--- config.mk ---
export PLATFORM = sky130hd
export DESIGN_NAME = running_rms_estimator_top
export DESIGN_NICKNAME = d
export VERILOG_FILES = /design/src/rtl/core/rre_pkg.sv /design/src/rtl/core/running_rms_estimator_top.sv
export SDC_FILE = /design/constraint.sdc
export NUM_CORES = 2
export LEC_CHECK = 0
export ABC_CLOCK_PERIOD_IN_PS = 11100
export BUFFER_PORTS_ARGS = -buffer_cell sky130_fd_sc_hd__buf_2
export CAP_MARGIN = 20
export CORE_UTILIZATION = 59
export DETAILED_ROUTE_END_ITERATION = 7
export PLACE_DENSITY = 0.72
export SKIP_CTS_REPAIR_TIMING = 1
export SKIP_LAST_GASP = 1
export SLEW_MARGIN = 25
export SYNTH_ARGS = -nofsm -noshare
export SYNTH_HDL_FRONTEND = slang
export SYNTH_SLANG_ARGS = --single-unit
--- constraint.sdc ---
create_clock -name clk_i -period 11.1 [get_ports clk_i]
set_input_delay 1.11 -clock clk_i [delete_from_list [all_inputs] [get_ports clk_i]]
set_output_delay 1.11 -clock clk_i [all_outputs]
set_load 0.05 [all_outputs]
--- src/rtl/core/rre_pkg.sv ---
// ----------------------------------------------------------------------------
// rre_pkg: shared types and constants of the running RMS estimator
// Holds the sequencer state encoding and the fixed field widths.
// ----------------------------------------------------------------------------
package rre_pkg;

  localparam int unsigned WinW = 16;
  localparam int unsigned RmsW = 16;
  localparam logic [WinW-1:0] WinReset = 16'd4000;

  typedef enum logic [5:0] {
    StIdle   = 6'b000001,
    StSquare = 6'b000010,
    StDivide = 6'b000100,
    StRewind = 6'b001000,
    StRoot   = 6'b010000,
    StDone   = 6'b100000
  } state_e;

endpackage

--- src/rtl/core/running_rms_estimator_top.sv ---
// ----------------------------------------------------------------------------
// running_rms_estimator_top: running RMS of a signed sample stream
// Squares each sample into a sum; once a window is full, divides the sum by
// the count, rewinds it to mean * (window - 1), and takes the square root.
// ----------------------------------------------------------------------------
// Sequence: Idle captures the magnitude, Square adds its square to the sum,
//   then Divide, Rewind and Root when averaging happens, and Done loads the
//   result register. A new sample is taken only back in Idle, after Done.
// Done waits while a result is still held; one shared subtract/compare unit,
//   one bit per cycle.
// Reset: count, sum, mean square, RMS and warm flag clear; window is 4000.
module running_rms_estimator_top #(
  parameter int unsigned SAMPLE_WIDTH = 16
) (
  input  logic                    clk_i,
  input  logic                    rst_ni,
  input  logic                    cfg_we_i,
  input  logic [15:0]             cfg_wdata_i,
  input  logic                    sample_valid_i,
  output logic                    sample_ready_o,
  input  logic [SAMPLE_WIDTH-1:0] sample_i,
  output logic                    result_valid_o,
  input  logic                    result_ready_i,
  output logic [15:0]             rms_value_o,
  output logic                    warmed_up_o
);

  localparam int unsigned SW    = SAMPLE_WIDTH;
  localparam int unsigned WinW  = rre_pkg::WinW;
  localparam int unsigned RmsW  = rre_pkg::RmsW;
  localparam int unsigned SqW   = 2 * SW - 1;
  localparam int unsigned SumW  = SqW + WinW;
  localparam int unsigned RtW   = SW;
  localparam int unsigned SrcW  = 2 * RtW;
  localparam int unsigned AluW  = (RtW + 2 > WinW + 1) ? RtW + 2 : WinW + 1;
  localparam int unsigned IterW = $clog2(SumW + 1);

  rre_pkg::state_e state_q, state_d;

  logic [WinW-1:0]  win_q;
  logic [WinW-1:0]  count_q;
  logic [WinW-1:0]  cnt_q;
  logic [SumW-1:0]  sum_q;
  logic [SqW-1:0]   mean_q;
  logic [SW-1:0]    mag_q;
  logic [SumW-1:0]  div_q;
  logic [AluW-1:0]  rem_q;
  logic [RtW-1:0]   root_q;
  logic [SrcW-1:0]  src_q;
  logic [IterW-1:0] iter_q;
  logic [RtW-1:0]   rms_q;
  logic             warm_q;
  logic             res_valid_q;
  logic [RmsW-1:0]  res_rms_q;
  logic             res_warm_q;

  // Input magnitude
  logic [SW-1:0] mag_in;
  assign mag_in = sample_i[SW-1] ? (~sample_i + SW'(1)) : sample_i;

  // Effective window and derived values
  logic [WinW-1:0] win_eff, win_m1, cnt_next;
  logic [SumW-1:0] sum_added;
  logic [2*SW-1:0] square;
  assign win_eff   = (win_q == '0) ? WinW'(1) : win_q;
  assign win_m1    = win_eff - WinW'(1);
  assign cnt_next  = count_q + WinW'(1);
  assign square    = mag_q * mag_q;
  assign sum_added = sum_q + SumW'(square);

  logic [SumW-1:0] rewind_prod;
  assign rewind_prod = mean_q * win_m1;

  // Shared subtract/compare unit
  logic [AluW-1:0] alu_a, alu_b, alu_diff;
  logic            alu_ge;
  always_comb begin
    if (state_q == rre_pkg::StRoot) begin
      alu_a = {rem_q[AluW-3:0], src_q[SrcW-1 -: 2]};
      alu_b = AluW'({root_q, 2'b01});
    end else begin
      alu_a = {rem_q[AluW-2:0], div_q[SumW-1]};
      alu_b = AluW'(cnt_q);
    end
    alu_ge   = (alu_a >= alu_b);
    alu_diff = alu_a - alu_b;
  end

  logic [SumW-1:0] div_next;
  assign div_next = {div_q[SumW-2:0], alu_ge};

  logic out_free;
  assign out_free = !res_valid_q || result_ready_i;

  // Sequencer
  always_comb begin
    state_d = state_q;
    unique case (state_q)
      rre_pkg::StIdle:   if (sample_valid_i) state_d = rre_pkg::StSquare;
      rre_pkg::StSquare: state_d = (cnt_next >= win_eff) ? rre_pkg::StDivide
                                                         : rre_pkg::StDone;
      rre_pkg::StDivide: if (iter_q == '0) state_d = rre_pkg::StRewind;
      rre_pkg::StRewind: state_d = rre_pkg::StRoot;
      rre_pkg::StRoot:   if (iter_q == '0) state_d = rre_pkg::StDone;
      rre_pkg::StDone:   if (out_free) state_d = rre_pkg::StIdle;
      default:           state_d = rre_pkg::StIdle;
    endcase
  end

  always_ff @(posedge clk_i or negedge rst_ni) begin
    if (!rst_ni) begin
      state_q     <= rre_pkg::StIdle;
      win_q       <= rre_pkg::WinReset;
      count_q     <= '0;
      sum_q       <= '0;
      mean_q      <= '0;
      rms_q       <= '0;
      warm_q      <= 1'b0;
      res_valid_q <= 1'b0;
    end else begin
      state_q <= state_d;
      if (cfg_we_i) begin
        win_q <= cfg_wdata_i;
      end
      // load a new result, else drop the one just transferred
      if ((state_q == rre_pkg::StDone) && out_free) begin
        res_valid_q <= 1'b1;
      end else if (result_ready_i) begin
        res_valid_q <= 1'b0;
      end
      unique case (state_q)
        rre_pkg::StSquare: begin
          if (cnt_next >= win_eff) begin
            sum_q <= sum_added;
          end else begin
            sum_q   <= sum_added;
            count_q <= cnt_next;
          end
        end
        rre_pkg::StDivide: begin
          if (iter_q == '0) begin
            mean_q <= div_next[SqW-1:0];
          end
        end
        rre_pkg::StRewind: begin
          sum_q   <= rewind_prod;
          count_q <= win_m1;
          warm_q  <= 1'b1;
        end
        rre_pkg::StRoot: begin
          if (iter_q == '0) begin
            rms_q <= {root_q[RtW-2:0], alu_ge};
          end
        end
        default: ;
      endcase
    end
  end

  // Datapath registers, no reset
  always_ff @(posedge clk_i) begin
    unique case (state_q)
      rre_pkg::StIdle: begin
        mag_q <= mag_in;
      end
      rre_pkg::StSquare: begin
        cnt_q  <= cnt_next;
        div_q  <= sum_added;
        rem_q  <= '0;
        iter_q <= IterW'(SumW - 1);
      end
      rre_pkg::StDivide: begin
        div_q  <= div_next;
        rem_q  <= alu_ge ? alu_diff : alu_a;
        iter_q <= iter_q - IterW'(1);
      end
      rre_pkg::StRewind: begin
        src_q  <= SrcW'(mean_q);
        rem_q  <= '0;
        root_q <= '0;
        iter_q <= IterW'(RtW - 1);
      end
      rre_pkg::StRoot: begin
        src_q  <= {src_q[SrcW-3:0], 2'b00};
        rem_q  <= alu_ge ? alu_diff : alu_a;
        root_q <= {root_q[RtW-2:0], alu_ge};
        iter_q <= iter_q - IterW'(1);
      end
      rre_pkg::StDone: begin
        if (out_free) begin
          res_rms_q  <= RmsW'(rms_q);
          res_warm_q <= warm_q;
        end
      end
      default: ;
    endcase
  end

  assign sample_ready_o = (state_q == rre_pkg::StIdle);
  assign result_valid_o = res_valid_q;
  assign rms_value_o    = res_rms_q;
  assign warmed_up_o    = res_warm_q;

endmodule

==> results.cfg <==
[clocking]
clk_pin_slew_worst_paths_ns = 0.06
cts_tree = done
htree_num_levels = 2
clock_path_buffers = 3
root_buffer = clkbuf_16
clock_sinks = 301
clk_latency_ns = 0.56
numCtsBuffers = 36

[critical_path]
path_max_fanout = 12
crit_top_cell = fa_1
cp-end-kind = flip-flop
crit_buf_inv = 5
crit_type = reg -> reg
cp.required_ns = 11.52
reg2reg_to = sum_q[39]
critPathLaunch = win_q[8]
worst_path_max_delay_cell = a2111oi_0
crit_end = sum_q[39]
worstSetupPathDepth = 33
cp-start-kind = flip-flop
cp_slowest_stage_delay_ns = 0.96
rr_worst_depth = 33
worstPathArrival_ns = 10.23
r2r-start = win_q[8]
critical-path-top-delay-family = adder cells
rrSetupSlack_ns = 1.28

[sta]
skew_ns = 0.0142
fin_crit_sh_pct = 88.4
worst_pin_slew_ns = 1.08
fmax_mhz = 102
holdWs_ns = 0.443
slew_headroom_pct = 26.3
hold_viol = 0
slew_violations = 0
finalSetupTns_ns = 0
fin_crit_ns = 9.82
setup_viol = 0
rsz0062_at_grt = false

[global_routing]
grt_pass1_vias = 29664
gr-usage-all-layers_pct = 29.4
grt_max_degree = 80
antenna_found_initial = 0
grt_overflow = 0
grt_first_pass_wirelength_mm = 155

[cells_and_area]
drive_gt1_share_pct = 6.41
fin_nets = 5025
final_area_sq_um = 41100
stdcell_count = 5006
area_growth_syn_to_layout_pct = 6.08

[yosys]
synth_most_common_cell = inv_1
syn_area_sq_um = 38800
synth.largest_area_cell = fa_1
syn_area_per_cell_sq_um = 9.29
synth_seq_cells = 301
syn_nets = 5080
synth_flop_cell = edfxtp_1
synth_cells = 4177
netlist_top_cells_count = 811 x inv_1, 726 x nand2_1, 600 x fa_1
synthTopCellsByArea = fa_1 31%, edfxtp_1 13%, ha_1 8.6%
async_flop_share_pct = 44.5
synth_edf_count = 167
yosys_warnings = 0
synth_top_cell_area_share_pct = 31.0
seq_area_frac_synth_pct = 21.6
synth.distinct_cells = 89

[detailed_routing]
num_vias = 28039
drt_iter0_markers = 2125
vias_per_cell = 5.60
ant_nets = 0
drt_wl_total_mm = 93.5
drt_first_pass_iters = 6
post-route-drc-count = 0
post_drt_wl_per_cell_microns = 18.7

[status]
outcome = complete, no violations

[worst_hold_path]
hold_class = reg -> reg

[floorplanning]
ios = 56
fp.dieArea_sq_um = 66800
die_h_microns = 258
core_sq_um = 64700
initial_core_util_pct = 60.0
rows = 93
fp.dieW_microns = 258

[placed_design]
place_inst = 4939
dp_hpwl_mm = 71.6
port-buffer-count = 55
dpl_cell_area_sq_um = 39900
place_congestion = 0.925

[run]
maxCapViolCount = 0
[worst reg2reg max path, delay by kind of cell (launching register included)]
family                     cells  cell delay, ns
muxes                          1            0.09
AOI/OAI and AO/OA              8            2.69
adders and majority gates      8            3.60
and+or+nand+nor                9            1.80
xor gates and xnor gates       2            0.86
DFF                            1            0.38
buffers and inverters          5            0.26
[layout by cell type (no fill, tap or decap), types with 20 or more instances in the layout]
master / instances
a21o_1: 50
nor3_1: 20
mux2i_1: 26
edfxtp_1: 167
xor2_1: 58
inv_1: 811
buf_4: 42
xnor2_1: 88
mux2_2: 51
nand4_1: 25
buf_2: 54
a21oi_1: 128
dfrtp_1: 127
fa_1: 600
nand2b_1: 40
and2_1: 246
nand3_1: 44
nor2b_1: 29
nor2_1: 117
nand2_1: 724
clkbuf_16: 36
o21ai_0: 127
ha_1: 266
[registers in the layout, summed over array words and instances (netlist names)]
register	count
cnt_q	16
rem_q	17
warm_q	1
warmed_up_o	1
result_valid_o	1
iter_q	6
src_q	32
mean_q	31
sum_q	47
rms_value_o	16
div_q	47
mag_q	16
rms_q	16
count_q	16
root_q	16
state_q	6
win_q	16
[metrics by stage]
step                utilization [%]  setup WS (ns)
detailed placement             61.6           1.38
finish                         63.6           1.28
floorplan                         -           3.01
global placement               61.6           1.25
global route                   63.6          0.918
CTS                            63.6           1.36
[logic make-up after synthesis]
| family | Yosys count | synth area share, % |
|---|---|---|
| DFF | 301 | 21.6 |
| AOI/OAI and AO/OA | 459 | 7.60 |
| buffers and inverters | 1002 | 9.80 |
| xor gates and xnor gates | 157 | 3.54 |
| adders and majority gates | 866 | 39.5 |
| muxes | 77 | 2.15 |
| and+or+nand+nor | 1315 | 15.8 |
[metal layers]
metal | share of wire, % | up-vias | track usage (%)
met5 | 0 | - | 0
met4 | 3.5 | 0 | 10.2
met3 | 7.0 | 201 | 4.17
met2 | 48 | 1028 | 49.6
met1 | 41 | 13952 | 38.9
li1 | - | 12858 | -
[worst min-delay path by stage]
stage	start	end	slack [ns]	depth (start not counted)
after CTS	rms_q[8]	rms_value_o[8]	0.44	0
final	rms_q[10]	rms_value_o[10]	0.44	0
after global placement	rms_q[10]	rms_value_o[10]	0.43	0
after global routing	rms_q[11]	rms_value_o[11]	0.46	0
after floorplan	warm_q	warmed_up_o	0.42	0
after detailed placement	rms_q[10]	rms_value_o[10]	0.43	0
[area by class of cell]
type	count	area, sq um
Sequential cell	301	8380
Inverter	812	3050
Clock inverter	24	299
Antenna cell	1	2.50
Multi-Input combinational cell	2874	26800
Fill cell	5385	23600
Timing Repair Buffer	97	597
Tap cell	855	1070
Clock buffer	42	963
Power is left out: the tool's default activity adds up to more than one toggle a clock period on the data nets, which glitch-free logic cannot reach.
